==> src/hw/rtl/trm_pkg.sv <==
// Shared types and constants for the tiny register ALU machine.
// No dependencies; imported by tiny_register_alu_machine.
package trm_pkg;

    localparam int unsigned WordW     = 16;
    localparam int unsigned RegCount  = 8;
    localparam int unsigned RegAddrW  = 3;
    localparam int unsigned FlagW     = 3;
    localparam int unsigned OpW       = 4;
    localparam int unsigned ImmW      = 9;
    localparam int unsigned MDataW    = 40;

    localparam logic [WordW-1:0] PC_RESET = 16'h3000;

    localparam logic [FlagW-1:0] FLAG_POS  = 3'd1;
    localparam logic [FlagW-1:0] FLAG_ZERO = 3'd2;
    localparam logic [FlagW-1:0] FLAG_NEG  = 3'd4;

    typedef enum logic [OpW-1:0] {
        OP_NOP   = 4'd0,
        OP_ADD   = 4'd1,
        OP_LD    = 4'd2,
        OP_AND   = 4'd3,
        OP_NOT   = 4'd4,
        OP_JMP   = 4'd5,
        OP_SHOW  = 4'd6
    } opcode_t;

    function automatic logic [FlagW-1:0] flags_of(input logic [WordW-1:0] v);
        logic [FlagW-1:0] f;
        if (v == '0) begin
            f = FLAG_ZERO;
        end else if (v[WordW-1]) begin
            f = FLAG_NEG;
        end else begin
            f = FLAG_POS;
        end
        return f;
    endfunction

endpackage

==> src/hw/rtl/tiny_register_alu_machine.sv <==
// Top level of the tiny register ALU machine: register file memory, execute stage,
// output register. Depends on trm_pkg.
//
// Channel  Dir  Width  Contents
// s_       in   16     tdata: instruction[15:0]
// m_       out  40/1   tdata: print_value, program_counter, condition_flags; tuser: print_valid
//
// One instruction per cycle sustained while m_ does not stall. Both source registers are
// read from the 8x16 register file into registers at acceptance (registered read); the
// execute stage then executes, writes back and loads the output register, which drives m_.
// The last write is forwarded to the next instruction's operands. Reset clears per-entry
// valid bits so the register file reads zero with no clearing pass. A stall on m_ holds the
// execute stage and drops s_tready only when both stages are full.
module tiny_register_alu_machine (
    input  logic                        aclk,
    input  logic                        aresetn,
    input  logic                        s_tvalid,
    output logic                        s_tready,
    input  logic [trm_pkg::WordW-1:0]   s_tdata,   // [15:0] instruction
    output logic                        m_tvalid,
    input  logic                        m_tready,
    output logic [trm_pkg::MDataW-1:0]  m_tdata,   // [15:0] print_value, [31:16] program_counter,
                                                   // [34:32] condition_flags, [39:35] zero
    output logic                        m_tuser    // [0] print_valid
);
    import trm_pkg::*;

    // register file
    logic [WordW-1:0]    rf_mem [RegCount];
    logic [RegCount-1:0] rf_valid_reg;
    logic [WordW-1:0]    rd1_reg, rd2_reg;
    logic                rd1_ok_reg, rd2_ok_reg;

    // execute stage
    logic                ex_valid_reg;
    logic [WordW-1:0]    ex_ins_reg;

    // last write, for forwarding
    logic                lw_valid_reg;
    logic [RegAddrW-1:0] lw_addr_reg;
    logic [WordW-1:0]    lw_data_reg;

    // architectural state
    logic [WordW-1:0]    pc_reg, pc_next;
    logic [FlagW-1:0]    flag_reg, flag_next;

    // output register
    logic                m_valid_reg;
    logic                m_pvalid_reg;
    logic [WordW-1:0]    m_pval_reg, m_pc_reg;
    logic [FlagW-1:0]    m_flag_reg;

    logic                s_accept;
    logic                ex_adv;
    opcode_t             ex_op;
    logic [RegAddrW-1:0] ex_dst, ex_s1, ex_s2;
    logic [WordW-1:0]    op1, op2;
    logic                wr_en;
    logic [WordW-1:0]    wr_data;
    logic                pvalid;
    logic [WordW-1:0]    pval;

    assign ex_adv   = ex_valid_reg && (!m_valid_reg || m_tready);
    assign s_tready = !ex_valid_reg || ex_adv;
    assign s_accept = s_tvalid && s_tready;

    assign ex_op  = opcode_t'(ex_ins_reg[WordW-1 -: OpW]);
    assign ex_dst = ex_ins_reg[11:9];
    assign ex_s1  = ex_ins_reg[8:6];
    assign ex_s2  = ex_ins_reg[2:0];

    // operands: forward the last write, else the registered read (zero if never written)
    always_comb begin
        if (lw_valid_reg && (lw_addr_reg == ex_s1)) begin
            op1 = lw_data_reg;
        end else begin
            op1 = rd1_ok_reg ? rd1_reg : '0;
        end
        if (lw_valid_reg && (lw_addr_reg == ex_s2)) begin
            op2 = lw_data_reg;
        end else begin
            op2 = rd2_ok_reg ? rd2_reg : '0;
        end
    end

    always_comb begin
        wr_en   = 1'b0;
        wr_data = '0;
        pvalid  = 1'b0;
        pval    = '0;
        pc_next = pc_reg;
        case (ex_op)
            OP_ADD: begin
                wr_en   = 1'b1;
                wr_data = op1 + op2;
            end
            OP_LD: begin
                wr_en   = 1'b1;
                wr_data = {{(WordW-ImmW){ex_ins_reg[ImmW-1]}}, ex_ins_reg[ImmW-1:0]};
            end
            OP_AND: begin
                wr_en   = 1'b1;
                wr_data = op1 & op2;
            end
            OP_NOT: begin
                wr_en   = 1'b1;
                wr_data = ~op1;
            end
            OP_JMP: begin
                pc_next = op1;
            end
            OP_SHOW: begin
                pvalid = 1'b1;
                pval   = op2;
            end
            default: begin
            end
        endcase
        flag_next = wr_en ? flags_of(wr_data) : flag_reg;
    end

    // memory: registered reads at accept, write back when the execute stage advances
    always_ff @(posedge aclk) begin
        if (s_accept) begin
            rd1_reg <= rf_mem[s_tdata[8:6]];
            rd2_reg <= rf_mem[s_tdata[2:0]];
        end
        if (ex_adv && wr_en) begin
            rf_mem[ex_dst] <= wr_data;
        end
    end

    always_ff @(posedge aclk) begin
        if (!aresetn) begin
            rf_valid_reg <= '0;
            rd1_ok_reg   <= 1'b0;
            rd2_ok_reg   <= 1'b0;
            ex_valid_reg <= 1'b0;
            lw_valid_reg <= 1'b0;
            pc_reg       <= PC_RESET;
            flag_reg     <= FLAG_ZERO;
            m_valid_reg  <= 1'b0;
        end else begin
            if (s_accept) begin
                rd1_ok_reg <= rf_valid_reg[s_tdata[8:6]];
                rd2_ok_reg <= rf_valid_reg[s_tdata[2:0]];
            end
            if (s_accept) begin
                ex_valid_reg <= 1'b1;
            end else if (ex_adv) begin
                ex_valid_reg <= 1'b0;
            end
            if (ex_adv) begin
                pc_reg   <= pc_next;
                flag_reg <= flag_next;
                if (wr_en) begin
                    rf_valid_reg[ex_dst] <= 1'b1;
                    lw_valid_reg         <= 1'b1;
                end
            end
            if (ex_adv) begin
                m_valid_reg <= 1'b1;
            end else if (m_tready) begin
                m_valid_reg <= 1'b0;
            end
        end
    end

    // payload registers
    always_ff @(posedge aclk) begin
        if (s_accept) begin
            ex_ins_reg <= s_tdata;
        end
        if (ex_adv && wr_en) begin
            lw_addr_reg <= ex_dst;
            lw_data_reg <= wr_data;
        end
        if (ex_adv) begin
            m_pvalid_reg <= pvalid;
            m_pval_reg   <= pval;
            m_pc_reg     <= pc_next;
            m_flag_reg   <= flag_next;
        end
    end

    assign m_tvalid = m_valid_reg;
    assign m_tuser  = m_pvalid_reg;
    assign m_tdata  = {{(MDataW-2*WordW-FlagW){1'b0}}, m_flag_reg, m_pc_reg, m_pval_reg};

`ifndef SYNTHESIS
    a_flags_onehot: assert property (@(posedge aclk) disable iff (!aresetn)
        $onehot(flag_reg))
        else $error("flag register not one-hot");

    a_pc_only_jmp: assert property (@(posedge aclk) disable iff (!aresetn)
        !(ex_adv && (ex_op == OP_JMP)) |=> $stable(pc_reg))
        else $error("pc changed without a jump");

    a_print_zero: assert property (@(posedge aclk) disable iff (!aresetn)
        (m_valid_reg && !m_pvalid_reg) |-> (m_pval_reg == '0))
        else $error("print value nonzero on non-print word");

    a_stall_holds_ex: assert property (@(posedge aclk) disable iff (!aresetn)
        (ex_valid_reg && !ex_adv) |=> (ex_valid_reg && $stable(ex_ins_reg)))
        else $error("execute stage lost a stalled instruction");

    a_adv_fills_out: assert property (@(posedge aclk) disable iff (!aresetn)
        ex_adv |=> m_valid_reg)
        else $error("executed instruction produced no output word");
`endif

endmodule

==> config.mk <==
export PLATFORM = sky130hd
export DESIGN_NAME = tiny_register_alu_machine
export DESIGN_NICKNAME = d
export VERILOG_FILES = /design/src/hw/rtl/trm_pkg.sv /design/src/hw/rtl/tiny_register_alu_machine.sv
export SDC_FILE = /design/constraint.sdc
export NUM_CORES = 1
export LEC_CHECK = 0
export BUFFER_PORTS_ARGS = -buffer_cell sky130_fd_sc_hd__buf_2
export CAP_MARGIN = 20
export CELL_PAD_IN_SITES_DETAIL_PLACEMENT = 2
export CELL_PAD_IN_SITES_GLOBAL_PLACEMENT = 2
export CORE_MARGIN = 2
export CORE_UTILIZATION = 40
export DETAILED_ROUTE_END_ITERATION = 6
export GPL_TIMING_DRIVEN = 0
export PLACE_DENSITY = 0.81
export SYNTH_ARGS = -nofsm -noshare
export SYNTH_HDL_FRONTEND = slang
export SYNTH_SLANG_ARGS = --single-unit
==> constraint.sdc <==
create_clock -name aclk -period 4.7 [get_ports aclk]
set_input_delay 0.47 -clock aclk [delete_from_list [all_inputs] [get_ports aclk]]
set_output_delay 0.47 -clock aclk [all_outputs]
set_load 0.02 [all_outputs]
* Word level (Yosys, flattened, before mapping) *
Memories as Yosys holds them, arrays and structs flattened. A register that Yosys moved wholly into a read port is not among the register bits.
Cells that the tools add are included.

storage, ports and cells
  RAM bits = 128
  memories = 1
  register bits after elaboration = 103
  input port bits = 20

operators by class
  equality and inequality tests = 8
  muxes and demuxes = 23
  bitwise gates (word level) = 3
  magnitude comparators = 4
  add/subtract/negate cells = 1
  reductions and logical operators = 15

memories
  name    depth  width  read ports  clocked after Yosys merged registers in  wr ports  line                             source
  rf_mem  8      16     2           2                                        1         tiny_register_alu_machine.sv:29  logic [WordW-1:0] rf_mem [RegCount];

operators with widths
  operator            count
  $mux 16             5
  $pmux 16 s4         1
  $add 16x16->16      1
  $and 16x16->16      1
  $logic_not 16->1    1
  $not 16->16         1
  $eq 4x3->1 const B  3
  $lt 3x4->1 const B  3
  $mux 1              11
  $mux 3              3
  $eq 4x2->1 const B  2
  $or 8x8->8          1
  $bmux 1 s3          2
  $eq 3x3->1          2
  $logic_and 1x1->1   6
  $eq 4x1->1 const B  1
  $reduce_bool 2->1   2
  $reduce_or 4->1     1
  $demux 1 s3         1
  $ge 3x1->1 const B  1
  $logic_not 1->1     2
  $logic_or 1x1->1    2
  $reduce_and 2->1    1

* Longest topological paths before layout *
Gate-level depths: netlist (run 1).

  depth after elaboration = 8
  depth in mapped cells = 20
  gate-level depth less buffers = 17

* Worst setup path after synthesis (run 1) *
No wires, ideal clock.

  path kind = flip-flop to flip-flop
  from = register ex_ins_reg[12]
  to = memory rf_mem[1][0], enable pin
  buffers on the path = 3
  setup slack = -32 ps
  data arrival time = 4321 ps
  cell stages (with the launch flop) = 9
  cell sequence = edfxtp_1 -> clkbuf_1 -> clkbuf_1 -> clkbuf_1 -> nor3_1 -> or3b_2 -> nor2_1 -> nand2_1 -> nor3_1

on the way
  cells in the longest elaborated chain, start to end = 6

RTL lines
  element                             line                              source
  start: declaration                  tiny_register_alu_machine.sv:36   logic [WordW-1:0] ex_ins_reg;
  start signal: assignment            tiny_register_alu_machine.sv:172  ex_ins_reg <= s_tdata;
  $eq 4x3->1 (tied with other cells)  tiny_register_alu_machine.sv:92   case (ex_op)
  $reduce_or 4->1 (no source line) *  n/a
  $mux 1 *                            tiny_register_alu_machine.sv:92
  $logic_and 1x1->1 *                 tiny_register_alu_machine.sv:128  if (ex_adv && wr_en) begin
  $mux 1 *                            tiny_register_alu_machine.sv:128
  $mux 1 (implied by the code) *      tiny_register_alu_machine.sv:129  rf_mem[ex_dst] <= wr_data;
  end: declaration                    tiny_register_alu_machine.sv:29

Mark *: on every way between the ends. The rest lies on a longest branch, timed or not.

* Final worst setup path (run 1) *
  from = register ex_ins_reg[7]
  to = register m_flag_reg[1] (data pin)

on the way
  cells in the longest elaborated chain, start to end = 8

RTL lines
  element                                 line                              source
  $eq 3x3->1                              tiny_register_alu_machine.sv:74   if (lw_valid_reg && (lw_addr_reg == ex_s1)) begin
  $logic_and 1x1->1                       tiny_register_alu_machine.sv:74
  $mux 16                                 tiny_register_alu_machine.sv:74
  $add 16x16->16 (tied with other cells)  tiny_register_alu_machine.sv:95   wr_data = op1 + op2;
  $pmux 16 s4 *                           tiny_register_alu_machine.sv:92
  $logic_not 16->1 *                      trm_pkg.sv:31                     if (v == '0) begin
  $mux 3 *                                trm_pkg.sv:31
  $mux 3 *                                tiny_register_alu_machine.sv:119  flag_next = wr_en ? flags_of(wr_data) : flag_reg;
  net flag_next[1]                        tiny_register_alu_machine.sv:45   logic [FlagW-1:0] flag_reg, flag_next;
  end signal: assignment                  tiny_register_alu_machine.sv:182  m_flag_reg <= flag_next;
  end: declaration                        tiny_register_alu_machine.sv:51   logic [FlagW-1:0] m_flag_reg;

Mark *: on every way through the listed nets, which the timed path passes. The rest lies on a longest branch.
A chain may end at the register's enable or synchronous reset.

==> results of run 1 <==
==> through the flow <==
stage / TNS, ns / cells / area [µm²]
6_report: 0 / 1406 / 14900
5_1_grt: -0.328 / 1406 / 14900
4_1_cts: 0 / 1399 / 14700
3_5_place_dp: -39.04 / 1339 / 13600
3_3_place_gp: -175.80 / 1321 / 13300
2_1_floorplan: 0 / 868 / 12500
==> cells by family after synthesis <==
kind of cell,synth area share (%)
buffers and inverters,2.70
adders and majority gates,1.76
other,0.0300
muxes,18.4
DFF,60.5
xor gates and xnor gates,1.60
AOI/OAI and AO/OA,6.88
and+or+nand+nor,8.06
==> worst max path at each step <==
stage                     to  slack (ns)  cells after the start
3_5_place_dp   m_flag_reg[1]       -1.49                     17
3_3_place_gp   rf_mem[3][10]       -1.76                      8
5_1_grt        m_flag_reg[1]       -0.17                     18
6_report       m_flag_reg[1]        0.03                     18
4_1_cts        m_flag_reg[1]      0.0006                     19
2_1_floorplan    flag_reg[1]        0.08                     16
==> worst reg2reg max path, stage by stage, from the launching register on <==
cell,delay [ns]
sky130_fd_sc_hd__edfxtp_1,0.44
sky130_fd_sc_hd__xnor2_1,0.19
sky130_fd_sc_hd__and4_1,0.25
sky130_fd_sc_hd__buf_6,0.19
sky130_fd_sc_hd__buf_12,0.17
sky130_fd_sc_hd__buf_8,0.15
sky130_fd_sc_hd__nor2_1,0.08
sky130_fd_sc_hd__a21oi_2,0.19
sky130_fd_sc_hd__inv_1,0.13
sky130_fd_sc_hd__ha_1,0.30
sky130_fd_sc_hd__a21o_1,0.19
sky130_fd_sc_hd__a21oi_4,0.11
sky130_fd_sc_hd__nor4_4,0.36
sky130_fd_sc_hd__o2111a_2,0.30
sky130_fd_sc_hd__nor2_1,0.08
sky130_fd_sc_hd__a221oi_2,0.42
sky130_fd_sc_hd__nand4bb_4,0.16
sky130_fd_sc_hd__or4_4,0.60
sky130_fd_sc_hd__nor3_4,0.19
==> cell usage in the layout, fill, tap and decap left out, drive strengths merged, types with 3 or more instances in the layout <==
cell type	count
edfxtp	231
buf	107
clkbuf	77
nand2	74
mux4	68
nor2	42
mux2	39
o21ai	39
a21oi	38
mux2i	33
dfxtp	32
and2	30
inv	28
ha	16
xnor2	15
nor2b	14
o21a	14
nor3	11
clkinv	9
nand2b	7
xor2	7
a21o	7
a221o	6
nand4	5
nand3	5
conb	5
nand3b	3
and4	3
o221ai	3
o311ai	3
==> synthesized netlist by cell type (all sizes together), types with 5 or more instances <==
master  count  area share, %
nand3       5           0.20
nor2b      14           0.70
inv        27           0.81
buf        17           0.75
xnor2      15            1.1
o21ai      39            1.6
nor2       42            1.3
clkbuf     38            1.1
ha         16            1.6
nand2b      7           0.35
mux2i      33            2.7
and2       30            1.5
a221o       6           0.48
a21o        7           0.42
dfxtp      32            5.1
xor2        7           0.49
mux4       68             12
o21a       14           0.84
mux2       39            3.5
edfxtp    231             55
nand4       5           0.25
nand2      74            2.2
nor3       11           0.44
a21oi      38            1.5
==> per-layer routing <==
metal,vias up,track usage (%)
li1,3563,-
met1,4293,28.3
met2,271,43.4
met3,122,3.37
met4,0,11.5
met5,-,0
==> power by group through the flow <==
stage / logic, W / registers, W / clock network [W]
4_1_cts: 0.000452 / 0.00263 / 0.00217
6_report: 0.000479 / 0.00263 / 0.00214
3_5_place_dp: 0.000433 / 0.00268 / 0
3_3_place_gp: 0.000399 / 0.00268 / 0
2_1_floorplan: 0.000261 / 0.00269 / 0
5_1_grt: 0.000507 / 0.00264 / 0.00227
==> repair_timing <==
| item | CTS | global route |
|---|---|---|
| gates resized for setup | 40 | 44 |
| endpoints found under the hold margin | 0 | 0 |
| setup endpoints to repair | 95 | 23 |
| buffers inserted | 8 | 5 |
| pin swaps | 3 | 7 |
==> cell type report <==
class                      count  area, µm²
antenna                        1       2.50
buffer                        54        280
clock buffer                  41        802
clock inverter                12       75.1
fill                        2874      15800
inverter                      27        101
multi-input combinational    523       4950
sequential                   263       7580
tap                          396        495
timing repair buffer          89        613
==> flow_summary_export.csv, run 1 <==
group,metric,value,unit
synth,yosysWarnings,0,
min_path,hold_depth,1,
clock_network,worst_setup_hold_path_clk_slew,0.07,ns
synth,synth_flop_cell,"sky130_fd_sc_hd__edfxtp_1",
worst_setup_path,worstPathCellList,"xnor2_1 -> and4_1 -> buf_6 -> buf_12 -> buf_8 -> nor2_1 -> a21oi_2 -> inv_1 -> ha_1 -> a21o_1 -> a21oi_4 -> nor4_4 -> o2111a_2 -> nor2_1 -> a221oi_2 -> nand4bb_4 -> or4_4 -> nor3_4",
timing,fin_skew,0.0139,ns
detailed_routing,top_layer,"met4",
placed_design,gp_congestion,0.892,
floorplanning,ios,63,
synth,ys_ff_latch,263,
timing,final_period_minus_worst_setup_slack,4.67,ns
detailed_routing,detail_route.wl_per_cell,29.2,µm
detailed_routing,length_of_routed_met2_wiring,21600,µm
worst_setup_path,r2r_start,"ex_ins_reg[7]",
worst_setup_path,critPathCaptureType,"flip-flop",
finish,layout-drive-gt1-share,30.7,%
worst_setup_path,worst_r2r_endpoint,"m_flag_reg[1]",
clock_network,cts-buffers-inserted,29,
power,power.share.clock,40.8,%
floorplanning,fp.coreArea,30700,µm²
worst_setup_path,worst_path_most_repeated_cell,"sky130_fd_sc_hd__nor2_1",
floorplanning,die_h,181,µm
power,fin_total_pwr,0.00526,W
synth,synth-seq-area-share,60.5,%
timing,max_slew.worst_pin.slew,1.10,ns
detailed_routing,drt_iter0_markers,719,
detailed_routing,post-route-drc-count,0,
finish,final_nets,1024,
floorplanning,die_x,181,µm
detailed_routing,route.final.wire_length,41000,µm
grt,initial_antenna_violation_count,1,
finish,largest_reg_flops,128,
power,p_switching,0.00128,W
worst_setup_path,setup.worst_path.start,"ex_ins_reg[7]",
placed_design,buffer_ports.inserted,57,
power,cellPowerDensity,353,nW/µm²
synth,asyncSetResetFlopFracSynth,0,%
worst_setup_path,critical-path-max-stage-delay,0.60,ns
grt,global_route.overflow_total,0,
detailed_routing,dr_wl_met3,2030,µm
worst_setup_path,buf_inv_on_cp,4,
worst_setup_path,r2r.worst_path.cells,18,
placed_design,place.detailed.hpwl,29000,µm
grt,grt_overall_usage,24.1,%
timing,min_period_over_period,99.3,%
min_path,hold-path-endpoint,"ex_ins_reg[11]",
timing,final-hold-violation-count,0,
grt,grt_first_pass_wirelength,59000,µm
worst_setup_path,timing.critical_path.arrival,5.09,ns
timing,whs,0.0651,ns
power,comb_power_share,9.1,%
worst_setup_path,worst-setup-path-type,"flip-flop to flip-flop",
min_path,holdCritStartpoint,"s_tdata[11]",
clock_network,clock_tree_from_tritoncts,"yes",
power,seq_power_share,50.1,%
grt,number_of_global_route_vias_before_repair,9208,
worst_setup_path,cp_top_family,"simple AND/OR/NAND/NOR gates",
timing,f_max,214,MHz
power,power.static_leakage,5.31,nW
power,power.share.switching,24.4,%
detailed_routing,drt-vias-per-instance,5.87,
floorplanning,row_count,64,
clock_network,root_buffer,"sky130_fd_sc_hd__clkbuf_16",
worst_setup_path,ff2ff_setup_slack,0.03,ns
detailed_routing,route.antenna.remaining_nets,0,
clock_network,maximum_count_of_clock_buffers_along_a_single_path,3,
worst_setup_path,crit_required,5.12,ns
placed_design,pre_cts_slack,-1.49,ns
detailed_routing,total_iterations_of_the_first_detailed_routing_run,5,
synth,yosysUniqueCellTypes,66,
clock_network,cts-hold-fix-buffers,0,
finish,regMostFlops,"rf_mem",
detailed_routing,vias,8249,
run,drv_cap,0,
synth,syn_area_per_cell,14.5,µm²
timing,slew-limit-headroom,26.2,%
synth,mappedNetlistArea,12500,µm²
finish,final_util,48.6,%
clock_network,ctsHtreeMaxLevel,1,
worst_setup_path,critical-path-slowest-cell,"sky130_fd_sc_hd__or4_4",
floorplanning,starting_density_of_the_core,40.8,%
synth,synth_edf_count,231,
grt,pin_count_of_the_biggest_net_entering_global_routing,43,
worst_setup_path,start_kind,"flip-flop",
floorplanning,die_area,32700,µm²
min_path,hp-class,"input pin to flip-flop",
clock_network,clock_insertion_delay_worst_skew,0.58,ns
worst_setup_path,worstPathMaxFanout,10,
timing,finalWorstSetupSlack,0.0308,ns
synth,syn-instance-count,864,
power,power_report.internal_total,0.00397,W
clock_network,cts_num_sinks,263,
power,irDropWorstVdd,0.316,mV
detailed_routing,wl_met1,15300,µm
timing,report.final.slew_viol_count,0,
outcome,outcome,"complete, no violations",
finish,flow.area_growth_from_synthesis,19.0,%
timing,setup_viol_count_final,0,
Note: power is estimated with default switching activity, not from simulation.
==> inputs of run 2 (changes only) <==
--- a/config.mk
+++ b/config.mk
@@ -11,9 +11,10 @@
 export CELL_PAD_IN_SITES_GLOBAL_PLACEMENT = 2
 export CORE_MARGIN = 2
 export CORE_UTILIZATION = 40
+export CTS_CLUSTER_DIAMETER = 30
 export DETAILED_ROUTE_END_ITERATION = 6
 export GPL_TIMING_DRIVEN = 0
-export PLACE_DENSITY = 0.81
+export PLACE_DENSITY = 0.84
 export SYNTH_ARGS = -nofsm -noshare
 export SYNTH_HDL_FRONTEND = slang
 export SYNTH_SLANG_ARGS = --single-unit
==> run 2 against run 1 <==
The flow now finishes with violations (setup timing). Core utilization rose by 5.5 points. Final cell count rose by 6.0%. First-iteration DRC count rose by 36%. Hold slack got worse by 0.014 ns. Register-to-register slack got worse by 0.24 ns. Sequential cell count did not move. Non-clock buffer count rose by 21. Combinational power rose by 15%. Design area rose by 11%.
==> flow_summary_export.csv, run 2 (synthesis results as in run 1) <==
group,metric,value,unit
run,drv_cap,0,
finish,fillers,2734,
floorplanning,row_count,64,
detailed_routing,post-route-drc-count,0,
grt,global_route.overflow_total,0,
timing,slew-limit-headroom,28.5,%
placed_design,buffer_ports.inserted,57,
worst_setup_path,crit_required,5.17,ns
worst_setup_path,timing.critical_path.arrival,5.38,ns
finish,final_util,54.0,%
power,p_switching,0.00194,W
grt,number_of_global_route_vias_before_repair,10300,
clock_network,cts-buffers-inserted,61,
detailed_routing,vias,9506,
worst_setup_path,critical-path-max-stage-delay,0.50,ns
clock_network,maximum_count_of_clock_buffers_along_a_single_path,3,
grt,grt_overall_usage,30.4,%
finish,regMostFlops,"rf_mem",
timing,min_period_over_period,105,%
detailed_routing,total_iterations_of_the_first_detailed_routing_run,5,
clock_network,root_buffer,"sky130_fd_sc_hd__clkbuf_16",
grt,initial_antenna_violation_count,4,
detailed_routing,drt_iter0_markers,979,
finish,largest_reg_flops,128,
power,power_report.internal_total,0.00572,W
finish,final-instance-count-excl-fill,1491,
detailed_routing,drt-vias-per-instance,6.38,
timing,max_slew.worst_pin.slew,1.07,ns
worst_setup_path,start_kind,"flip-flop",
detailed_routing,route.antenna.remaining_nets,0,
timing,final_period_minus_worst_setup_slack,4.91,ns
clock_network,ctsHtreeMaxLevel,2,
finish,flow.area_growth_from_synthesis,32.3,%
detailed_routing,route.final.wire_length,54900,µm
placed_design,placedCellCount,1339,
finish,final_common_cell,"sky130_fd_sc_hd__edfxtp_1",
floorplanning,fp.coreArea,30700,µm²
clock_network,worst_setup_hold_path_clk_slew,0.05,ns
finish,layout-drive-gt1-share,38.2,%
worst_setup_path,critPathCaptureType,"flip-flop",
floorplanning,ios,63,
worst_setup_path,worst-setup-path-type,"flip-flop to flip-flop",
timing,f_max,204,MHz
floorplanning,die_h,181,µm
worst_setup_path,worstPathMaxFanout,10,
grt,grt_first_pass_wirelength,72700,µm
clock_network,clock_tree_from_tritoncts,"yes",
timing,finalWorstSetupSlack,-0.213,ns
power,power.static_leakage,6.08,nW
clock_network,clock_insertion_delay_worst_skew,0.61,ns
power,seq_power_share,34.6,%
placed_design,place.detailed.hpwl,29800,µm
power,power.share.clock,58.2,%
finish,final_nets,1077,
finish,final_cell_mix,"sky130_fd_sc_hd__edfxtp_1 (231), sky130_fd_sc_hd__nand2_1 (74), sky130_fd_sc_hd__mux4_2 (68)",
worst_setup_path,worstPathCellList,"xnor2_2 -> and4_4 -> buf_12 -> clkbuf_8 -> nand2_1 -> o21ai_4 -> ha_2 -> fa_2 -> a21boi_2 -> a2111o_1 -> buf_4 -> a21oi_4 -> mux2i_1 -> o311ai_2 -> or3b_4 -> or4_4 -> o311ai_4",
outcome,violations_in_the_final_reports,"setup timing",
timing,setup_viol_count_final,15,
timing,grt_setup_unrepaired,"yes",
detailed_routing,detail_route.wl_per_cell,36.8,µm
power,power.share.switching,25.3,%
timing,report.final.slew_viol_count,0,
power,cellPowerDensity,462,nW/µm²
floorplanning,starting_density_of_the_core,40.8,%
worst_setup_path,critical-path-slowest-cell,"sky130_fd_sc_hd__or4_4",
power,irDropWorstVdd,0.343,mV
min_path,hp-class,"input pin to flip-flop",
grt,pin_count_of_the_biggest_net_entering_global_routing,43,
timing,fin_skew,0.0514,ns
floorplanning,die_area,32700,µm²
power,comb_power_share,7.2,%
clock_network,cts_num_sinks,263,
timing,final-hold-violation-count,0,
outcome,outcome,"complete, but fails checks",
placed_design,gp_congestion,0.859,
floorplanning,die_x,181,µm
run 2: path summary, 6_finish.rpt:
kind	depth (start not counted)	slack, ns	from	end
setup / recovery	17	-0.21	lw_addr_reg[0]	flag_reg[1]
hold / removal	1	0.05	s_tdata[13]	ex_ins_reg[13]
setup reg to reg	17	-0.21	lw_addr_reg[0]	flag_reg[1]
hold reg to reg	2	0.49	pc_reg[13]	pc_reg[13]
run 2: routing by layer:
| layer | up-vias | part of all wire (%) | track usage [%] |
|---|---|---|---|
| li1 | 3705 | - | - |
| met2 | 593 | 51 | 54.2 |
| met1 | 4953 | 35 | 34.4 |
| met3 | 253 | 6.4 | 5.83 |
| met4 | 2 | 7.6 | 16.6 |
| met5 | - | 0.024 | 0 |
run 2: through the flow:
step                worst slack [ns]  setup TNS (ns)  area, µm²  total power, W  hold WS (ns)
floorplan                     0.0815               0      12500         0.00295         0.441
global placement               -2.11         -200.62      13300         0.00308         0.455
detailed placement             -1.35          -34.94      13600         0.00312         0.465
CTS                          0.00402               0      16100         0.00753        0.0425
global route                  -0.217           -1.92      16600         0.00780        0.0458
finish                        -0.213           -1.13      16600         0.00766        0.0511
run 2: final cells by class:
class,instances,area [µm²],area share [%]
plain buffers,53,310,1.87
multi-input cells,523,5080,30.7
well taps,396,495,2.99
clock inverters,40,459,2.77
diodes,2,5.00,0.0302
clock buffers,76,1670,10.1
repair buffers,111,865,5.22
inverters,27,101,0.612
flip-flops and latches,263,7580,45.7
run 2: worst max-delay path: cells and delay by family, from the launching register on:
family | cells | cell delay, ns
DFF | 1 | 0.48
buffers and inverters | 3 | 0.56
xor gates and xnor gates | 1 | 0.22
adders and majority gates | 2 | 0.54
muxes | 1 | 0.27
AOI/OAI and AO/OA | 6 | 1.34
and+or+nand+nor | 4 | 1.35
run 2: timing repair:
item                       CTS  global route
buffers inserted             7            23
resized for setup           64            52
cloned                       0             0
pin swaps                    4            17
setup endpoints to repair  142            24
hold buffers                 0             0
run 2: power groups by stage:
stage	registers, W	clock network [W]	logic [W]
final	0.00265	0.00446	0.000553
after global routing	0.00265	0.00459	0.000567
after CTS	0.00264	0.00441	0.000481
after detailed placement	0.00268	0	0.000440
after global placement	0.00268	0	0.000402
after floorplan	0.00269	0	0.000261
==> inputs of run 3 (changes only) <==
--- a/config.mk
+++ b/config.mk
@@ -10,11 +10,12 @@
 export CELL_PAD_IN_SITES_DETAIL_PLACEMENT = 2
 export CELL_PAD_IN_SITES_GLOBAL_PLACEMENT = 2
 export CORE_MARGIN = 2
-export CORE_UTILIZATION = 40
+export CORE_UTILIZATION = 42
+export CTS_BUF_LIST = sky130_fd_sc_hd__clkbuf_2 sky130_fd_sc_hd__clkbuf_4 sky130_fd_sc_hd__clkbuf_8
 export CTS_CLUSTER_DIAMETER = 30
 export DETAILED_ROUTE_END_ITERATION = 6
 export GPL_TIMING_DRIVEN = 0
-export PLACE_DENSITY = 0.84
+export PLACE_DENSITY = 0.88
 export SYNTH_ARGS = -nofsm -noshare
 export SYNTH_HDL_FRONTEND = slang
 export SYNTH_SLANG_ARGS = --single-unit
==> run 3 against run 2 <==
The run still ends with setup timing left. Sequential cell count stayed put. Hold slack worse by 0.037 ns. Design area decreased by 3.3%. First-iteration DRC count grew 1.0%. Core utilization is 0.34 points higher. Worst setup slack got worse by 0.46 ns. Fmax is 8.5% lower. Final cell count up 0.60%. Critical path type unchanged. Largest cell class unchanged.
==> flow_summary_export.csv, run 3 (synthesis results as in run 1) <==
group,metric,value,unit
floorplanning,row_count,63,
finish,final_nets,1095,
timing,final_period_minus_worst_setup_slack,5.37,ns
timing,max_slew.worst_pin.slew,1.07,ns
min_path,hp-class,"input pin to flip-flop",
worst_setup_path,worst-setup-path-type,"flip-flop to flip-flop",
worst_setup_path,cp_top_family,"compound AO/OA/AOI/OAI gates",
worst_setup_path,critical-path-slowest-cell,"sky130_fd_sc_hd__xnor2_1",
grt,initial_antenna_violation_count,3,
clock_network,cts-buffers-inserted,66,
detailed_routing,drt_iter0_markers,989,
worst_setup_path,critPathCaptureType,"flip-flop",
min_path,hold-path-endpoint,"ex_ins_reg[12]",
power,power_report.internal_total,0.00484,W
worst_setup_path,timing.critical_path.arrival,5.71,ns
timing,setup_viol_count_final,24,
power,fin_total_pwr,0.00666,W
timing,report.final.slew_viol_count,0,
finish,largest_reg_flops,128,
power,power.share.switching,27.4,%
worst_setup_path,buf_inv_on_cp,4,
min_path,hold_depth,1,
placed_design,gp_congestion,0.899,
timing,final-hold-violation-count,0,
power,power.static_leakage,5.89,nW
power,seq_power_share,39.7,%
worst_setup_path,r2r_start,"ex_ins_reg[6]",
placed_design,buffer_ports.inserted,57,
worst_setup_path,critical-path-max-stage-delay,0.58,ns
clock_network,cts_num_sinks,263,
timing,grt_setup_unrepaired,"yes",
clock_network,cts-hold-fix-buffers,0,
detailed_routing,post-route-drc-count,0,
grt,number_of_global_route_vias_before_repair,10400,
finish,flow.area_growth_from_synthesis,28.0,%
detailed_routing,drt-vias-per-instance,6.64,
clock_network,clock_insertion_delay_worst_skew,0.64,ns
detailed_routing,route.antenna.remaining_nets,0,
timing,f_max,186,MHz
timing,finalWorstSetupSlack,-0.671,ns
power,power.share.clock,51.7,%
finish,final_common_cell,"sky130_fd_sc_hd__edfxtp_1",
grt,global_route.overflow_total,0,
clock_network,root_buffer,"sky130_fd_sc_hd__clkbuf_8",
detailed_routing,total_iterations_of_the_first_detailed_routing_run,5,
worst_setup_path,worst_r2r_endpoint,"rf_mem[0][15]",
floorplanning,ios,63,
floorplanning,die_x,177,µm
finish,layout-drive-gt1-share,39.1,%
power,irDropWorstVdd,0.240,mV
grt,grt_overall_usage,31.5,%
worst_setup_path,worstPathCellList,"xnor2_1 -> and4_1 -> buf_6 -> buf_4 -> mux2i_2 -> inv_1 -> ha_1 -> a21oi_1 -> o21ai_1 -> o2111a_1 -> nor2_1 -> o21ai_1 -> xnor2_1 -> o221ai_4 -> buf_4",
worst_setup_path,worstPathMaxFanout,9,
power,comb_power_share,8.6,%
timing,slew-limit-headroom,28.8,%
floorplanning,die_h,177,µm
floorplanning,fp.coreArea,29500,µm²
worst_setup_path,crit_required,5.03,ns
clock_network,worst_setup_hold_path_clk_slew,0.07,ns
power,p_switching,0.00183,W
min_path,holdCritStartpoint,"s_tdata[12]",
clock_network,maximum_count_of_clock_buffers_along_a_single_path,3,
clock_network,ctsHtreeMaxLevel,3,
detailed_routing,detail_route.wl_per_cell,39.1,µm
outcome,outcome,"complete, but fails checks",
worst_setup_path,r2r.worst_path.cells,15,
finish,final_cell_mix,"sky130_fd_sc_hd__edfxtp_1 (231), sky130_fd_sc_hd__nand2_1 (73), sky130_fd_sc_hd__clkbuf_8 (69)",
timing,fin_skew,0.0546,ns
grt,pin_count_of_the_biggest_net_entering_global_routing,44,
finish,regMostFlops,"rf_mem",
clock_network,clock_tree_from_tritoncts,"yes",
timing,min_period_over_period,114,%
placed_design,place.detailed.hpwl,28800,µm
detailed_routing,vias,9960,
grt,grt_first_pass_wirelength,70600,µm
worst_setup_path,start_kind,"flip-flop",
floorplanning,die_area,31200,µm²
finish,fillers,2650,
timing,total_negative_slack_for_setup_checks,-10.64,ns
outcome,violations_in_the_final_reports,"setup timing",
detailed_routing,route.final.wire_length,58600,µm
power,cellPowerDensity,416,nW/µm²
worst_setup_path,ff2ff_setup_slack,-0.67,ns
run,drv_cap,0,
floorplanning,starting_density_of_the_core,42.5,%
run 3: per-layer routing:
layer	up-vias	share of wire, %	track usage [%]
met4	2	8.7	19.6
met5	-	0.020	0
met2	787	49	55.7
met1	5097	34	34.7
met3	339	8.2	6.16
li1	3735	-	-
run 3: per-stage QoR:
step | utilization (%) | std cells | hold slack [ns] | cell area, µm² | worst slack [ns]
final | 54.3 | 1500 | 0.0137 | 16000 | -0.671
after global placement | 45.1 | 1315 | 0.453 | 13300 | -1.64
after CTS | 52.3 | 1461 | 0.0129 | 15400 | 0.00166
after global routing | 54.3 | 1499 | 0.0193 | 16000 | -0.611
after detailed placement | 46.0 | 1333 | 0.473 | 13600 | -1.53
after floorplan | - | 868 | 0.441 | 12500 | 0.0815
run 3: worst max-delay path by stage:
stage | from | cells past startpoint | slack [ns] | end
2_1_floorplan | lw_addr_reg[2] | 16 | 0.08 | flag_reg[1]
3_3_place_gp | ex_ins_reg[12] | 8 | -1.64 | rf_mem[5][5]
3_5_place_dp | ex_ins_reg[7] | 17 | -1.53 | m_flag_reg[0]
4_1_cts | lw_addr_reg[1] | 18 | 0.002 | m_flag_reg[1]
5_1_grt | lw_addr_reg[0] | 16 | -0.61 | m_flag_reg[0]
6_report | ex_ins_reg[6] | 15 | -0.67 | rf_mem[0][15]
run 3: cell type report:
class                   instances  area [µm²]  area share (%)
clock buffers                  80        1030            6.44
well taps                     390         488            3.05
flip-flops and latches        263        7580            47.3
clock inverters                38         487            3.04
diodes                          2        5.00          0.0312
plain buffers                  54         293            1.83
repair buffers                123         905            5.65
multi-input cells             523        5130            32.0
inverters                      27         104           0.648
run 3: timing repair:
action	in CTS	in global routing
setup endpoints to repair	107	47
hold endpoints to repair	0	0
resized for setup	60	62
pin swaps	5	24
buffers inserted	11	35
run 3: power by group through the flow:
stage / logic [W] / registers (W) / clock network (W)
floorplan: 0.000261 / 0.00269 / 0
global placement: 0.000395 / 0.00268 / 0
detailed placement: 0.000434 / 0.00268 / 0
CTS: 0.000473 / 0.00264 / 0.00333
global route: 0.000588 / 0.00265 / 0.00354
finish: 0.000575 / 0.00265 / 0.00344
run 3: worst register-to-register path: stages (launching register included):
cell                       delay (ns)
sky130_fd_sc_hd__edfxtp_1        0.46
sky130_fd_sc_hd__xnor2_1         0.25
sky130_fd_sc_hd__and4_1          0.25
sky130_fd_sc_hd__buf_6           0.17
sky130_fd_sc_hd__buf_4           0.21
sky130_fd_sc_hd__mux2i_2         0.43
sky130_fd_sc_hd__inv_1           0.13
sky130_fd_sc_hd__ha_1            0.36
sky130_fd_sc_hd__a21oi_1         0.34
sky130_fd_sc_hd__o21ai_1         0.25
sky130_fd_sc_hd__o2111a_1        0.37
sky130_fd_sc_hd__nor2_1          0.36
sky130_fd_sc_hd__o21ai_1         0.23
sky130_fd_sc_hd__xnor2_1         0.58
sky130_fd_sc_hd__o221ai_4        0.36
sky130_fd_sc_hd__buf_4           0.32
